--- src/hw/rtl/assert_macros.svh ---
// assertion helpers shared by the rtl files
`ifndef ASSERT_MACROS_SVH
`define ASSERT_MACROS_SVH

// checked on every rising edge outside of reset
`define CHK_ASSERT(label, ck, rs, prop, msg) \
  label: assert property (@(posedge ck) disable iff (rs) prop) else $error(msg);

// checked on every rising edge, reset included
`define CHK_ASSERT_NR(label, ck, prop, msg) \
  label: assert property (@(posedge ck) prop) else $error(msg);

`endif

--- src/hw/rtl/acfp_pkg.sv ---
package acfp_pkg;

  localparam int unsigned BYTE_W  = 8;
  localparam int unsigned COORD_W = 14;
  localparam int unsigned ERR_W   = 15;
  localparam int unsigned POS_W   = 4;
  localparam int unsigned CFG_IDX_W = 2;
  localparam int unsigned OUT_DATA_W = 64;

  localparam logic [BYTE_W-1:0] CHAR_START = 8'h23;  // '#'
  localparam logic [BYTE_W-1:0] CHAR_SEP   = 8'h7C;  // '|'
  localparam logic [BYTE_W-1:0] CHAR_END   = 8'h24;  // '$'
  localparam logic [BYTE_W-1:0] CHAR_ZERO  = 8'h30;  // '0'
  localparam logic [BYTE_W-1:0] CHAR_NINE  = 8'h39;  // '9'

  localparam logic [POS_W-1:0] POS_IDLE   = 4'd0;
  localparam logic [POS_W-1:0] POS_FIRST  = 4'd1;
  localparam logic [POS_W-1:0] POS_X_LAST = 4'd4;
  localparam logic [POS_W-1:0] POS_SEP    = 4'd5;
  localparam logic [POS_W-1:0] POS_Y_LAST = 4'd9;
  localparam logic [POS_W-1:0] POS_LAST   = 4'd10;

  localparam logic [CFG_IDX_W-1:0] CFG_CENTER_X  = 2'd0;
  localparam logic [CFG_IDX_W-1:0] CFG_CENTER_Y  = 2'd1;
  localparam logic [CFG_IDX_W-1:0] CFG_MAX_COORD = 2'd2;

  localparam logic [COORD_W-1:0] CENTER_X_RST  = 14'd224;
  localparam logic [COORD_W-1:0] CENTER_Y_RST  = 14'd224;
  localparam logic [COORD_W-1:0] MAX_COORD_RST = 14'd448;

  typedef struct packed {
    logic               valid;
    logic [COORD_W-1:0] x_coord;
    logic [COORD_W-1:0] y_coord;
    logic [ERR_W-1:0]   x_error;
    logic [ERR_W-1:0]   y_error;
  } frame_res_t;

  function automatic logic is_digit(input logic [BYTE_W-1:0] b);
    is_digit = (b >= CHAR_ZERO) && (b <= CHAR_NINE);
  endfunction

endpackage

--- src/hw/rtl/acfp_frame.sv ---
`include "assert_macros.svh"

module acfp_frame (
  input  logic                            clk,
  input  logic                            rst,
  input  logic                            step,
  input  logic [acfp_pkg::BYTE_W-1:0]     rx_byte,
  input  logic [acfp_pkg::COORD_W-1:0]    center_x,
  input  logic [acfp_pkg::COORD_W-1:0]    center_y,
  input  logic [acfp_pkg::COORD_W-1:0]    max_coord,
  output acfp_pkg::frame_res_t            res
);

  logic [acfp_pkg::POS_W-1:0]   pos, pos_next;
  logic [acfp_pkg::COORD_W-1:0] x_accum, x_accum_next;
  logic [acfp_pkg::COORD_W-1:0] y_accum, y_accum_next;
  logic                         format_ok, format_ok_next;

  logic                         digit;
  logic [acfp_pkg::COORD_W-1:0] digit_val;
  logic                         in_x, in_y;

  assign digit     = acfp_pkg::is_digit(rx_byte);
  assign digit_val = acfp_pkg::COORD_W'(rx_byte - acfp_pkg::CHAR_ZERO);
  assign in_x      = (pos >= acfp_pkg::POS_FIRST) && (pos <= acfp_pkg::POS_X_LAST);
  assign in_y      = (pos > acfp_pkg::POS_SEP) && (pos <= acfp_pkg::POS_Y_LAST);

  always_comb begin
    pos_next       = pos;
    x_accum_next   = x_accum;
    y_accum_next   = y_accum;
    format_ok_next = format_ok;
    res            = '0;
    if (step) begin
      if (rx_byte == acfp_pkg::CHAR_START) begin
        pos_next       = acfp_pkg::POS_FIRST;
        x_accum_next   = '0;
        y_accum_next   = '0;
        format_ok_next = 1'b1;
      end else if (pos == acfp_pkg::POS_IDLE || pos > acfp_pkg::POS_LAST) begin
        pos_next = acfp_pkg::POS_IDLE;
      end else begin
        // acc * 10 + digit, wrapping at 14 bits
        if (in_x) begin
          if (digit) begin
            x_accum_next = {x_accum[acfp_pkg::COORD_W-4:0], 3'b000}
                         + {x_accum[acfp_pkg::COORD_W-2:0], 1'b0} + digit_val;
          end else begin
            format_ok_next = 1'b0;
          end
        end else if (pos == acfp_pkg::POS_SEP) begin
          if (rx_byte != acfp_pkg::CHAR_SEP) format_ok_next = 1'b0;
        end else if (in_y) begin
          if (digit) begin
            y_accum_next = {y_accum[acfp_pkg::COORD_W-4:0], 3'b000}
                         + {y_accum[acfp_pkg::COORD_W-2:0], 1'b0} + digit_val;
          end else begin
            format_ok_next = 1'b0;
          end
        end else if (rx_byte != acfp_pkg::CHAR_END) begin
          format_ok_next = 1'b0;
        end

        if (pos < acfp_pkg::POS_LAST) begin
          pos_next = pos + 1'b1;
        end else begin
          // both values are complete by the terminator slot
          pos_next    = acfp_pkg::POS_IDLE;
          res.valid   = format_ok_next && (x_accum <= max_coord) && (y_accum <= max_coord);
          res.x_coord = x_accum;
          res.y_coord = y_accum;
          res.x_error = {1'b0, x_accum} - {1'b0, center_x};
          res.y_error = {1'b0, y_accum} - {1'b0, center_y};
        end
      end
    end
  end

  always_ff @(posedge clk) begin
    if (rst) begin
      pos       <= acfp_pkg::POS_IDLE;
      x_accum   <= '0;
      y_accum   <= '0;
      format_ok <= 1'b1;
    end else begin
      pos       <= pos_next;
      x_accum   <= x_accum_next;
      y_accum   <= y_accum_next;
      format_ok <= format_ok_next;
    end
  end

  `CHK_ASSERT(a_pos_range, clk, rst, pos <= acfp_pkg::POS_LAST, "frame position out of range")
  `CHK_ASSERT(a_res_at_end, clk, rst, res.valid |-> (step && pos == acfp_pkg::POS_LAST), "result outside terminator slot")
  `CHK_ASSERT(a_res_in_range, clk, rst, res.valid |-> (res.x_coord <= max_coord && res.y_coord <= max_coord), "result above max_coord")

endmodule

--- src/hw/rtl/ascii_coordinate_frame_parser_core.sv ---
// ascii coordinate frame parser
// s_* channel: one received byte per transfer. frames look like #dddd|dddd$;
// a '#' restarts a frame anywhere, bytes outside a frame are ignored.
// m_* channel: one transfer per good frame, with x, y and their offsets from
// the configured centre; malformed frames or values above max_coord are dropped.
// cfg_we/cfg_index/cfg_data write center_x (0), center_y (1), max_coord (2);
// index 3 is ignored. write only while the block is idle.
// output: the terminator byte passes through the input register, then the
// result register, whose valid bit drives m_tvalid.
// throughput: one byte per cycle unless the output stalls; the per-byte
// accumulate sits between the input register and the frame state, the range
// check and subtract between the stored accumulators and the result register.
// when m_tready is low with a result pending, the input register holds its
// byte and s_tready drops once it is full; nothing is lost.
// reset (rst, synchronous) closes any open frame, empties both registers and
// restores center 224/224 and max_coord 448.
`include "assert_macros.svh"

module ascii_coordinate_frame_parser_core (
  input  logic                                 clk,
  input  logic                                 rst,
  input  logic                                 s_tvalid,
  output logic                                 s_tready,
  input  logic [acfp_pkg::BYTE_W-1:0]          s_tdata,  // [7:0] rx_byte
  output logic                                 m_tvalid,
  input  logic                                 m_tready,
  // [13:0] x_coord, [27:14] y_coord, [42:28] x_error, [57:43] y_error, rest zero
  output logic [acfp_pkg::OUT_DATA_W-1:0]      m_tdata,
  input  logic                                 cfg_we,
  input  logic [acfp_pkg::CFG_IDX_W-1:0]       cfg_index,
  input  logic [acfp_pkg::COORD_W-1:0]         cfg_data
);

  logic [acfp_pkg::COORD_W-1:0] center_x, center_y, max_coord;
  logic                         in_valid;
  logic [acfp_pkg::BYTE_W-1:0]  in_byte;
  logic                         advance;
  logic                         step;
  acfp_pkg::frame_res_t         res;

  assign advance  = !m_tvalid || m_tready;
  assign step     = in_valid && advance;
  assign s_tready = !in_valid || advance;

  always_ff @(posedge clk) begin
    if (rst) begin
      center_x  <= acfp_pkg::CENTER_X_RST;
      center_y  <= acfp_pkg::CENTER_Y_RST;
      max_coord <= acfp_pkg::MAX_COORD_RST;
    end else if (cfg_we) begin
      case (cfg_index)
        acfp_pkg::CFG_CENTER_X:  center_x  <= cfg_data;
        acfp_pkg::CFG_CENTER_Y:  center_y  <= cfg_data;
        acfp_pkg::CFG_MAX_COORD: max_coord <= cfg_data;
        default: ;
      endcase
    end
  end

  // input register
  always_ff @(posedge clk) begin
    if (rst) begin
      in_valid <= 1'b0;
    end else if (s_tready) begin
      in_valid <= s_tvalid;
    end
  end

  always_ff @(posedge clk) begin
    if (s_tready && s_tvalid) begin
      in_byte <= s_tdata;
    end
  end

  acfp_frame u_frame (
    .clk       (clk),
    .rst       (rst),
    .step      (step),
    .rx_byte   (in_byte),
    .center_x  (center_x),
    .center_y  (center_y),
    .max_coord (max_coord),
    .res       (res)
  );

  // result register
  always_ff @(posedge clk) begin
    if (rst) begin
      m_tvalid <= 1'b0;
    end else if (advance) begin
      m_tvalid <= res.valid;
    end
  end

  always_ff @(posedge clk) begin
    if (advance && res.valid) begin
      m_tdata <= {{(acfp_pkg::OUT_DATA_W - 2*acfp_pkg::COORD_W - 2*acfp_pkg::ERR_W){1'b0}},
                  res.y_error, res.x_error, res.y_coord, res.x_coord};
    end
  end

  `CHK_ASSERT(a_out_from_input, clk, rst, $rose(m_tvalid) |-> $past(in_valid), "result without a buffered byte")
  `CHK_ASSERT(a_in_hold, clk, rst, (in_valid && !advance) |=> (in_valid && $stable(in_byte)), "buffered byte lost under stall")
  `CHK_ASSERT_NR(a_reset_empty, clk, rst |=> (!m_tvalid && !in_valid), "registers not empty after reset")

endmodule

--- config.mk ---
export PLATFORM = sky130hd
export DESIGN_NAME = ascii_coordinate_frame_parser_core
export DESIGN_NICKNAME = d
export VERILOG_FILES = /design/src/hw/rtl/acfp_pkg.sv /design/src/hw/rtl/acfp_frame.sv /design/src/hw/rtl/ascii_coordinate_frame_parser_core.sv
export VERILOG_INCLUDE_DIRS = /design/src /design/src/hw/rtl
export SDC_FILE = /design/constraint.sdc
export NUM_CORES = 1
export LEC_CHECK = 0
export BUFFER_PORTS_ARGS = -buffer_cell sky130_fd_sc_hd__buf_2
export CAP_MARGIN = 20
export CORE_ASPECT_RATIO = 2
export CORE_MARGIN = 3
export CORE_UTILIZATION = 52
export DETAILED_ROUTE_END_ITERATION = 10
export MAX_ROUTING_LAYER = met4
export PLACE_DENSITY = 0.75
export SYNTH_ARGS = -nofsm -noshare
export SYNTH_HDL_FRONTEND = slang
export SYNTH_SLANG_ARGS = --single-unit
--- constraint.sdc ---
create_clock -name clk -period 6 [get_ports clk]
set_input_delay 0.9 -clock clk [delete_from_list [all_inputs] [get_ports clk]]
set_output_delay 0.9 -clock clk [all_outputs]
set_load 0.05 [all_outputs]
# Yosys cells after proc, flatten, opt, wreduce, memory -nomap -nowiden
# Index checks and enable logic that the tools add are counted.
# W data, S select, Z words.
word_totals:
  regBits: 143
  output_inout_bits: 66
op_classes:
  n_addsub: 8
  magnitude_cmp: 10
  n_eq_ne: 9
  muxes: 28
  bitwise: 1
  reduce_logical: 25
op_table:
  columns: ["op", "count"]
  rows:
  - ["$mux W59", 4]
  - ["$mux W14", 10]
  - ["$add A14 B14 Y14", 4]
  - ["$sub A14 B14 Y15", 2]
  - ["$le A14 B14 Y1", 2]
  - ["$mux W4", 3]
  - ["$mux W1", 11]
  - ["$sub A8 B6 Y9 const B", 1]
  - ["$eq A8 B6 Y1 const B", 1]
  - ["$ge A8 B6 Y1 const B", 1]
  - ["$le A8 B6 Y1 const B", 1]
  - ["$logic_and A1 B1 Y1", 8]
  - ["$ne A8 B6 Y1 const B", 1]
  - ["$ne A8 B7 Y1 const B", 1]
  - ["$reduce_and A2 Y1", 4]
  - ["$reduce_and A6 Y1", 1]
  - ["$reduce_bool A2 Y1", 3]
  - ["$add A4 B1 Y4 const B", 1]
  - ["$eq A4 B3 Y1 const B", 1]
  - ["$ge A4 B1 Y1 const B", 1]
  - ["$gt A4 B3 Y1 const B", 1]
  - ["$gt A4 B4 Y1 const B", 1]
  - ["$le A4 B3 Y1 const B", 1]
  - ["$le A4 B4 Y1 const B", 1]
  - ["other kinds (12)", 16]

# Logic depth before layout (Yosys ltp)
# Gate-level depths: netlist of run 1.
depth:
  word_depth: 16
  mapped_depth: 12
  depth_no_buf: 12

# Hierarchy
# Synthesis of run 1 repeated with hierarchy kept, for this count alone.
hier_totals:
  hier_cells: 905
  area_unflattened_um2: 9098.7
by_module_without_submodules:
  columns: ["module", "n_inst", "cells_per_inst", "area_each_um2", "seq_area_each_um2"]
  rows:
  - ["acfp_frame", 1, 664, 5277.6, 660.6]
  - ["ascii_coordinate_frame_parser_core", 1, 241, 3821.2, 2862.7]

# Worst setup path after synthesis of run 1
# OpenSTA, ideal clock, no wires.
synth_path:
  path_type: "reg2reg"
  start: "register in_byte[4] (netlist bit)"
  end: "register u_frame.y_accum[13] (netlist bit)"
  setup_ps: 128
  arrival_ps: 4026
  required_time_ps: 5872
  slack_ps: 1846
  path_stages_with_launch: 11
  period_less_slack_ps: 4154
  path_cell_list: "edfxtp_1 ha_1 nor3_1 fa_1 ha_1 or4_1 o22a_1 a311o_1 xnor2_1 a22oi_1 nor2_1"
synth_via:
  elab_chain_len: 8
  elab_cells_between_ends: 18
  classes_between: "add/sub (2); order compare (2); eq/ne (4); mux (6); reduce/logical (4)"
synth_rtl:
  columns: ["item", "line_no", "rtl"]
  rows:
  - ["start, declared", "ascii_coordinate_frame_parser_core.sv:36", "logic [acfp_pkg::BYTE_W-1:0] in_byte;"]
  - ["start signal, assigned", "ascii_coordinate_frame_parser_core.sv:71", "in_byte <= s_tdata;"]
  - ["$sub A8 B6 Y9", "acfp_frame.sv:24", "assign digit_val = acfp_pkg::COORD_W'(rx_byte - acfp_pkg::CHAR_ZERO);"]
  - ["$add A14 B14 Y14", "acfp_frame.sv:56", "+ {y_accum[acfp_pkg::COORD_W-2:0], 1'b0} + digit_val;"]
  - ["$mux W14", "acfp_frame.sv:54", "if (digit) begin"]
  - ["$mux W14", "acfp_frame.sv:53", "end else if (in_y) begin"]
  - ["$mux W14", "acfp_frame.sv:51", "end else if (pos == acfp_pkg::POS_SEP) begin"]
  - ["$mux W14", "acfp_frame.sv:44", "if (in_x) begin"]
  - ["$mux W14", "acfp_frame.sv:40", "end else if (pos == acfp_pkg::POS_IDLE || pos > acfp_pkg::POS_LAST) begin"]
  - ["$mux W14", "acfp_frame.sv:35", "if (rx_byte == acfp_pkg::CHAR_START) begin"]
  - ["end signal, assigned", "acfp_frame.sv:88", "y_accum <= y_accum_next;"]
  - ["end, declared", "acfp_frame.sv:16", "logic [acfp_pkg::COORD_W-1:0] y_accum, y_accum_next;"]
# Several ways; a longest one is shown, not always the timed one. The select of a mux whose other input is x is not followed.
# A chain may end at the register's enable or synchronous reset.

# Worst setup path in the final report of run 1
# Ends and elaborated chain as after synthesis.

==> impl_results.md, run 1 <==
- CP startpoint kind: register
- Reg2Reg Setup Slack: 2500 ps
- EDFF count, synth: 66
- Largest net degree at the start of global routing: 67
- Main combinational cell family by area after synthesis: adder cells
- CP Depth: 12
- Max frequency: 286 MHz
- Max_cap viols: 0
- Sequential element share of the synthesized area: 0.403
- # clock sinks: 143
- Total CTS buffers: 17
- Crit. End Element: register
- Leak: 3.94 nW
- Port Buffer Count: 88
- Num rows: 66
- Mapped Avg Cell Area: 9.45 sq um
- Worst Setup SP: in_byte[4]
- Vias: 6,909
- DIE HEIGHT: 189 um
- Placer congestion estimate: 0.953
- Register area: 0.00352 sq mm
- Worst vdd ir: 0.000219 V
- Critical-path top delay cell: edfxtp_1
- Layout filler cell count: 1,431
- Post-DRT Antenna Nets: 0
- IO Pins: 95
- CP Capture Point: u_frame.y_accum[13]
- Async SR Flop Fraction: 0
- Flops & latches, synth: 143
- Syn Std Cell Area: 0.00875 sq mm
- Die Area: 0.0185 sq mm
- Share of layout cells above drive strength 1: 0.136
- Fin Setup TNS: 0 ps
- DRT iter0 DRCs: 343
- Post-Synth Simple-Gate Area: 0.161
- Final Skew: 8.10 ps
- Initial antenna violation count: 0
- Worst r2r src: in_byte[4]
- Tightest Pin Transition: 1090 ps
- Post-Synth Adder-Cell Area: 0.179
- Post-Synthesis Cells: 926
- CTS tree: yes
- Predominant post-synthesis flop cell: dfxtp_1
- Die span in x: 97.7 um
- Synth Area in Compound Gates: 0.154
- CTS root buf: clkbuf_16
- Overall power: 0.00224 W
- Yosys warns: 0
- # diodes: 0
- Worst Path Max Fanout: 6
- Synth Area in XOR/XNOR: 0.0411
- Top cells by area, synth: edfxtp_1 23%, dfxtp_1 18%, ha_1 12%
- Mux share of post-synthesis cell area: 0.00229
- Overflow after GRT: 0
- Min Hold Slack: 453 ps
- First-pass GRT wire length: 34,800 um
- Req. time, crit path: 6280 ps
- # resized after CTS: 0
- Post-route DRC: 0
- Routed Wire Length: 21,600 um
- # nets final: 1,151
- Initial Utilization: 0.535
- H-tree levels: 4
- Hold WC Path Type: reg2reg
- CP arrival: 3780 ps
- Synthesis-to-finish area growth: 13.3%
- GR Util All Layers: 0.248
- Dpl hpwl: 16,400 um
- FF-to-FF End: u_frame.y_accum[13]
- Post-CTS Setup Inserts: 0
- Post-layout min period: 3500 ps
- Vias in the first global route: 7,056
- Clk pin slew, worst setup/hold paths: 60 ps
- Post-CTS Hold Fix Bufs: 0
- Rel. slew slack: 0.272
- Clk Latency, worst-skew pair: 430 ps
- Status: completed
- Worst r2r path cells: 12
- Maximum root-to-sink buffer count: 2
- CP bufs+invs: 1
- Post-synthesis cell type count: 71
- Fin util: 0.606
- Vias/cell: 5.63
- Max-slew violation count: 0
- RSZ-0062 raised after global routing: false
- Crit-path max cell delay: 520 ps
- Largest area contributor in the netlist: edfxtp_1
- Core area: 0.0164 sq mm
- Critical-path cell list: ha_1, xor2_1, fa_1, inv_1, ha_1, nor3_1, nor2_1, o22a_1, a311o_1, xnor2_1, a22oi_1, nor2_1
- Final setup violation count: 0
- Routed WL per cell: 17.6 um
- Final period util: 0.583
- Power per Cell Area: 226 mW/mm^2
- Setup Crit Path Kind: reg2reg
- Drt first pass iters: 5
- Final Hold Viols: 0
- Largest delay contributor family on the critical path: adder cells
- Multi-input gate area: 0.00474 sq mm
- Top cell type's share of synthesized area: 0.227
routing by layer:
metal / track usage / vias up / wire, um / share of wire
li1: - / 3393 / - / -
met1: 0.237 / 3231 / 7590 / 0.35
met2: 0.450 / 184 / 11600 / 0.54
met3: 0.0350 / 101 / 848 / 0.039
met4: 0.174 / 0 / 1600 / 0.074
met5: - / - / 0 / 0
final cells by class:
class                      count  area share
multi-input combinational    661       0.478
sequential                   143       0.356
timing repair buffer          93      0.0482
clock buffer                  18      0.0443
inverter                      95      0.0360
tap                          204      0.0258
clock inverter                14      0.0120
cell families after synthesis:
| group | after synthesis |
|---|---|
| flops | 143 |
| xor+xnor | 41 |
| compound gates | 209 |
| buf+inv | 127 |
| simple gates | 292 |
| other cells | 1 |
| mux | 2 |
| fa+ha+maj | 111 |
synthesized netlist by cell type, types with 18 or more instances:
library cell and number:
a21oi_1 72, and2_1 18, dfxtp_1 77, edfxtp_1 66, fa_1 24, ha_1 87
inv_1 95, nand2_1 92, nor2_1 91, nor2b_1 21, o21ai_0 37, xnor2_1 29
how the worst min path moves through the flow:
| stage | from | to | slack (ps) | cells after the start |
|---|---|---|---|---|
| floorplan | center_x[10] | center_x[10] | 440 | 2 |
| CTS | center_y[2] | center_y[2] | 460 | 2 |
| global placement | max_coord[4] | max_coord[4] | 440 | 2 |
| detailed placement | center_y[2] | center_y[2] | 450 | 2 |
| finish | max_coord[1] | max_coord[1] | 450 | 2 |
| global route | center_x[2] | center_x[2] | 470 | 2 |
registers in the layout (all words and copies together), names as in the netlist:
register and count:
u_frame.pos 4, m_tdata 58, u_frame.format_ok 1, center_x 14, u_frame.x_accum 14, in_valid 1
m_tvalid 1, center_y 14, u_frame.y_accum 14, max_coord 14, in_byte 8
power breakdown:
group / internal (W) / switching (W) / total, W / leakage (nW)
Sequential: 0.00103 / 0.0000150 / 0.00104 / 1.10
Clock: 0.000578 / 0.000412 / 0.000990 / 0.272
Combinational: 0.0000761 / 0.000127 / 0.000203 / 2.56
Total: 0.00168 / 0.000554 / 0.00224 / 3.94
per-stage QoR:
step	cell area, sq um	worst slack (ps)	instances
floorplan	8770	1850	931
global placement	9350	2440	1195
detailed placement	9350	2390	1195
CTS	9900	2490	1227
global route	9910	2280	1228
finish	9910	2500	1228
tightest hold or removal path, stage by stage (launching register included):
cell,delay (ps)
dfxtp_1,310
nand2_1,50
a21oi_1,50
cells in the final DEF (no fill, tap or decap), types with 13 or more instances in the layout:
cell type / Yosys / layout
inv_1: 95 / 95
nand2_1: 92 / 92
nor2_1: 91 / 91
buf_2: 8 / 88
ha_1: 87 / 87
dfxtp_1: 77 / 77
a21oi_1: 72 / 72
edfxtp_1: 66 / 66
o21ai_0: 37 / 37
xnor2_1: 29 / 29
fa_1: 24 / 24
nor2b_1: 21 / 21
and2_1: 18 / 18
clkbuf_16: 0 / 17
nor3_1: 14 / 13
a22o_1: 13 / 13
Power figures use the tool's default switching activity.
==> inputs of run 2 (changes only) <==
PLACE_DENSITY = 0.78   (was 0.75)
clock period = 3.1 ns   (was 6 ns; I/O delays follow)
==> run 2 against run 1 <==
Count of clock-buffer cells in the layout is 2 higher. Register-to-register slack worse by 2500 ps. Total power is 100% higher. Critical path type unchanged. Largest cell class unchanged. Clock skew is 1.1 ps higher. Clock power is 110% higher.
==> impl_results.md, run 2 (synthesized netlist as in run 1, its figures left out) <==
- Status: completed
- Share of layout cells above drive strength 1: 0.192
- Leak: 4.24 nW
- Total CTS buffers: 17
- CP arrival: 3390 ps
- Die Area: 0.0185 sq mm
- Num rows: 66
- H-tree levels: 4
- Max frequency: 325 MHz
- CP bufs+invs: 3
- Placed instance count: 1,242
- GR Util All Layers: 0.269
- Clk Latency, worst-skew pair: 430 ps
- Vias in the first global route: 7,617
- Reg2Reg Setup Slack: 30 ps
- CTS tree: yes
- Clk pin slew, worst setup/hold paths: 60 ps
- Hold WC Path Type: in2reg
- Crit. End Element: register
- CTS root buf: clkbuf_16
- Die span in x: 97.7 um
- Post-route DRC: 0
- Largest delay contributor family on the critical path: adder cells
- Max-slew violation count: 0
- Most frequent cells in the layout: 94 x inv_1, 92 x nand2_1, 89 x nor2_1
- RSZ-0062 raised after global routing: true
- Maximum root-to-sink buffer count: 2
- DIE HEIGHT: 189 um
- Vias/cell: 5.83
- Critical-path top delay cell: or4_1
- Final worst slack: 27.0 ps
- Final Skew: 9.17 ps
- Initial antenna violation count: 1
- Largest net degree at the start of global routing: 40
- Req. time, crit path: 3420 ps
- Worst Path Max Fanout: 4
- Worst vdd ir: 0.000423 V
- Synthesis-to-finish area growth: 20.1%
- Fin cells: 1,281
- Dpl cell area: 0.00975 sq mm
- Crit-path max cell delay: 520 ps
- Overflow after GRT: 0
- Final setup violation count: 0
- Setup Crit Path Kind: reg2reg
- Fin Setup TNS: 0 ps
- Port Buffer Count: 88
- Drt first pass iters: 5
- Placer congestion estimate: 0.998
- Max reg flops: 58
- Post-layout min period: 3070 ps
- Biggest register: m_tdata
- Max_cap viols: 0
- DRT iter0 DRCs: 373
- Critical-path cell list: buf_6, ha_4, fa_1, inv_1, ha_2, or4_1, o22a_1, buf_4, a31oi_1, xnor2_1, a22oi_1, nor2_1
- Routed Wire Length: 24,000 um
- Tightest Pin Transition: 772 ps
- DP Worst Slack: -71.4 ps
- # clock sinks: 143
- Core area: 0.0164 sq mm
- CP startpoint kind: register
- Dpl hpwl: 18,200 um
- Post-route cell area: 0.0105 sq mm
- Vias: 7,463
- Post-DRT Antenna Nets: 0
- # nets final: 1,203
- First-pass GRT wire length: 37,300 um
- Power per Cell Area: 432 mW/mm^2
- Most common cell after layout, fill and taps aside: inv_1
- Initial Utilization: 0.535
- Final Hold Viols: 0
- Final period util: 0.991
- IO Pins: 95
- Rel. slew slack: 0.472
- Routed WL per cell: 18.8 um
-- run 2: path summary, 6_finish.rpt --
path / from / end / cells after the start
setup / recovery: in_byte[5] / u_frame.y_accum[11] / 12
hold / removal: s_tdata[2] / in_byte[2] / 1
setup reg to reg: in_byte[5] / u_frame.y_accum[11] / 12
hold reg to reg: center_x[8] / center_x[8] / 2
-- run 2: what timing repair did --
item	CTS	global route
pin swaps	5	18
endpoints found under the hold margin	0	0
buffers inserted	2	4
hold buffers	0	0
gates resized for setup	4	21
setup endpoints to repair	3	62
-- run 2: power by group --
group / switching, W / leakage [nW] / total, W / internal [W]
logic: 0.000270 / 2.85 / 0.000457 / 0.000187
registers: 0.0000297 / 1.10 / 0.00202 / 0.00199
clock network: 0.000825 / 0.285 / 0.00206 / 0.00123
total: 0.00113 / 4.24 / 0.00454 / 0.00341
-- run 2: metrics by stage --
step / hold WS [ps] / utilization / total power [W]
2_1_floorplan: 436 / - / 0.00234
3_3_place_gp: 441 / 0.597 / 0.00248
3_5_place_dp: 447 / 0.597 / 0.00249
4_1_cts: 198 / 0.635 / 0.00453
5_1_grt: 198 / 0.642 / 0.00468
6_report: 204 / 0.642 / 0.00454
-- run 2: area by class of cell --
| class | count | area [sq um] |
|---|---|---|
| Antenna cell | 1 | 2.50 |
| Clock buffer | 20 | 458 |
| Clock inverter | 12 | 134 |
| Fill cell | 1369 | 5850 |
| Inverter | 95 | 357 |
| Multi-Input combinational cell | 661 | 4850 |
| Sequential cell | 143 | 3520 |
| Tap cell | 204 | 255 |
| Timing Repair Buffer | 145 | 917 |
-- run 2: per-layer routing --
layer / GRT usage / part of all wire / vias up
li1: - / - / 3494
met1: 0.245 / 0.33 / 3556
met2: 0.491 / 0.54 / 286
met3: 0.0413 / 0.041 / 127
met4: 0.203 / 0.082 / 0
met5: - / 0 / -
-- run 2: worst reg2reg max path: cells and delay by family (launching register included) --
kind            cells  cell delay, ps
fa+ha+maj           3             870
simple gates        2             570
compound gates      3             570
flops               1             500
buf+inv             3             350
xor+xnor            1              90
==> inputs of run 3 (changes only) <==
SYNTH_HIERARCHICAL = 1   (was not set)
==> run 3 against run 2 <==
The run now ends with setup timing left. Non-clock buffer count fell by 9. Combinational power increased by 2%. Synthesized cell count shrank 2.3%. Highest routed layer unchanged. Area after synthesis rose by 4.0%. Clock skew is essentially flat. Register-to-register slack got worse by 70 ps. Hold slack better by 6.5 ps. Sequential share of layout area fell by 0.54 points.
==> impl_results.md, run 3 <==
- Post-synth top cells: 87 x ha_1, 87 x nor2_1, 77 x dfxtp_1
- Largest area contributor in the netlist: edfxtp_1
- RSZ-0062 raised after global routing: true
- Overflow after GRT: 0
- CP Capture Point: m_tdata[55]
- First-pass GRT wire length: 35,600 um
- Max reg flops: 58
- CP arrival: 3270 ps
- Top cell type's share of synthesized area: 0.218
- Hold WC Path Type: in2reg
- Leak: 4.43 nW
- Overall power: 0.00451 W
- Async SR Flop Fraction: 0
- Final Skew: 9.32 ps
- H-tree levels: 4
- Die Area: 0.0192 sq mm
- Max_cap viols: 0
- GR Util All Layers: 0.249
- Final worst slack: -40.2 ps
- Req. time, crit path: 3230 ps
- Dpl cell area: 0.00997 sq mm
- Tightest Pin Transition: 845 ps
- Synthesis-to-finish area growth: 17.3%
- Final Hold Viols: 0
- Vias in the first global route: 7,069
- Post-route DRC: 0
- Most common cell after layout, fill and taps aside: buf_2
- Post-DRT Antenna Nets: 0
- Total CTS buffers: 17
- Clk Latency, worst-skew pair: 430 ps
- Largest net degree at the start of global routing: 41
- Worst vdd ir: 0.000400 V
- Routed WL per cell: 18.4 um
- Power per Cell Area: 423 mW/mm^2
- Post-layout min period: 3140 ps
- Initial antenna violation count: 0
- DIE HEIGHT: 193 um
- Flops & latches, synth: 143
- Most frequent cells in the layout: 88 x buf_2, 87 x nor2_1, 82 x ha_1
- Syn Std Cell Area: 0.00910 sq mm
- Maximum root-to-sink buffer count: 2
- Layout filler cell count: 1,349
- EDFF count, synth: 66
- Final setup violation count: 58
- Reg2Reg Setup Slack: -40 ps
- Biggest register: m_tdata
- Predominant post-synthesis flop cell: dfxtp_1
- Rel. slew slack: 0.435
- Vias/cell: 5.74
- Final period util: 1.01
- Drt first pass iters: 5
- Sequential element share of the synthesized area: 0.387
- Post-Synthesis Cells: 905
- Yosys warns: 6
- # nets final: 1,170
- Clk pin slew, worst setup/hold paths: 60 ps
- CP startpoint kind: register
- # clock sinks: 143
- Routed Wire Length: 23,100 um
- Vias: 7,169
- IO Pins: 95
- Core area: 0.0169 sq mm
- Dpl hpwl: 17,400 um
- DRT iter0 DRCs: 407
- Worst Setup SP: u_frame/pos[1]
- Max-slew violation count: 0
- Crit. End Element: register
- CTS tree: yes
- Mapped Avg Cell Area: 10.1 sq um
- CTS root buf: clkbuf_16
- Post-synthesis cell type count: 67
- Worst r2r src: u_frame/pos[1]
- Share of layout cells above drive strength 1: 0.198
- Worst Path Max Fanout: 16
- Max frequency: 318 MHz
- Status: finished with violations
- Setup Crit Path Kind: reg2reg
- Placer congestion estimate: 0.964
- Initial Utilization: 0.537
- FF-to-FF End: m_tdata[55]
- Die span in x: 99.5 um
- Worst r2r path cells: 11
- Port Buffer Count: 88
- Num rows: 67
- Top cells by area, synth: edfxtp_1 22%, dfxtp_1 17%, ha_1 12%
- Violated checks: setup timing
- # diodes: 0
- Post-CTS Hold Fix Bufs: 0
- Post-route cell area: 0.0107 sq mm
## run 3: cell types whose count changed in the layout (fill, tap and decap cells not counted), sizes merged, moves of 11 or more
cell and delta:
nand2 -63, nand2b +45, mux2i +44, inv -28
a21oi -17, or3 +15, and2 +14, a22o -13
nor2b -12, a22oi -11, buf -11
## run 3: through the flow
step                utilization  instances  worst slack [ps]  TNS, ps  hold slack [ps]
global route              0.630       1250              -158    -8340              204
finish                    0.630       1250             -40.2    -1400              211
CTS                       0.624       1240              1.12        0              199
floorplan                     -        910             -26.3    -1320              433
detailed placement        0.589       1208              26.6        0              462
global placement          0.589       1208              88.4        0              458
## run 3: area by class of cell
type | count | area, sq um | share of cell area
repair buffers | 136 | 890 | 0.0833
clock inverters | 10 | 111 | 0.0104
flip-flops and latches | 143 | 3520 | 0.330
well taps | 207 | 259 | 0.0243
clock buffers | 22 | 474 | 0.0444
inverters | 68 | 255 | 0.0239
multi-input cells | 664 | 5160 | 0.484
## run 3: worst max-delay path, stage by stage (launching register included)
cell	delay, ps
dfxtp_2	370
inv_1	80
ha_1	210
or3b_2	440
and3_1	210
nor2_1	130
mux2i_1	200
nand2_1	120
or3_1	370
a311oi_2	240
and2_4	280
buf_12	180
## run 3: how the worst min path moves through the flow
stage,endpoint,depth (start not counted),slack [ps],startpoint
after floorplan,u_frame/format_ok,2,430,u_frame/format_ok
after global placement,center_y[11],2,460,center_y[11]
after detailed placement,u_frame/format_ok,2,460,u_frame/format_ok
after CTS,in_byte[4],1,200,s_tdata[4]
after global routing,in_byte[4],1,200,s_tdata[4]
final,in_byte[4],1,210,s_tdata[4]
## run 3: cell families (layout without fill, tap and decap cells)
group	Yosys count	in the layout	synth area share
AO/OA/AOI/OAI	165	165	0.117
other	1	6	0.000412
XOR/XNOR	41	41	0.0395
AND/OR/NAND/NOR	295	295	0.178
adder cells (fa/ha/maj)	111	111	0.172
buffers and inverters	103	236	0.0540
multiplexers	46	46	0.0506
flip-flops	143	143	0.387
## run 3: layer usage
metal / up-vias / track usage / part of all wire
li1: 3420 / - / -
met1: 3447 / 0.239 / 0.35
met2: 223 / 0.460 / 0.55
met3: 79 / 0.0411 / 0.043
met4: 0 / 0.149 / 0.053
met5: - / - / 0
## run 3: report_power, final
part / internal, W / total [W] / switching [W]
logic: 0.000203 / 0.000468 / 0.000265
clock network: 0.00124 / 0.00203 / 0.000784
registers: 0.00199 / 0.00202 / 0.0000262
total: 0.00344 / 0.00451 / 0.00108
## run 3: timing repair
| action | 4_1_cts | 5_1_grt |
|---|---|---|
| setup buffers | 0 | 7 |
| gates resized for setup | 0 | 4 |
| setup endpoints to repair | 0 | 66 |
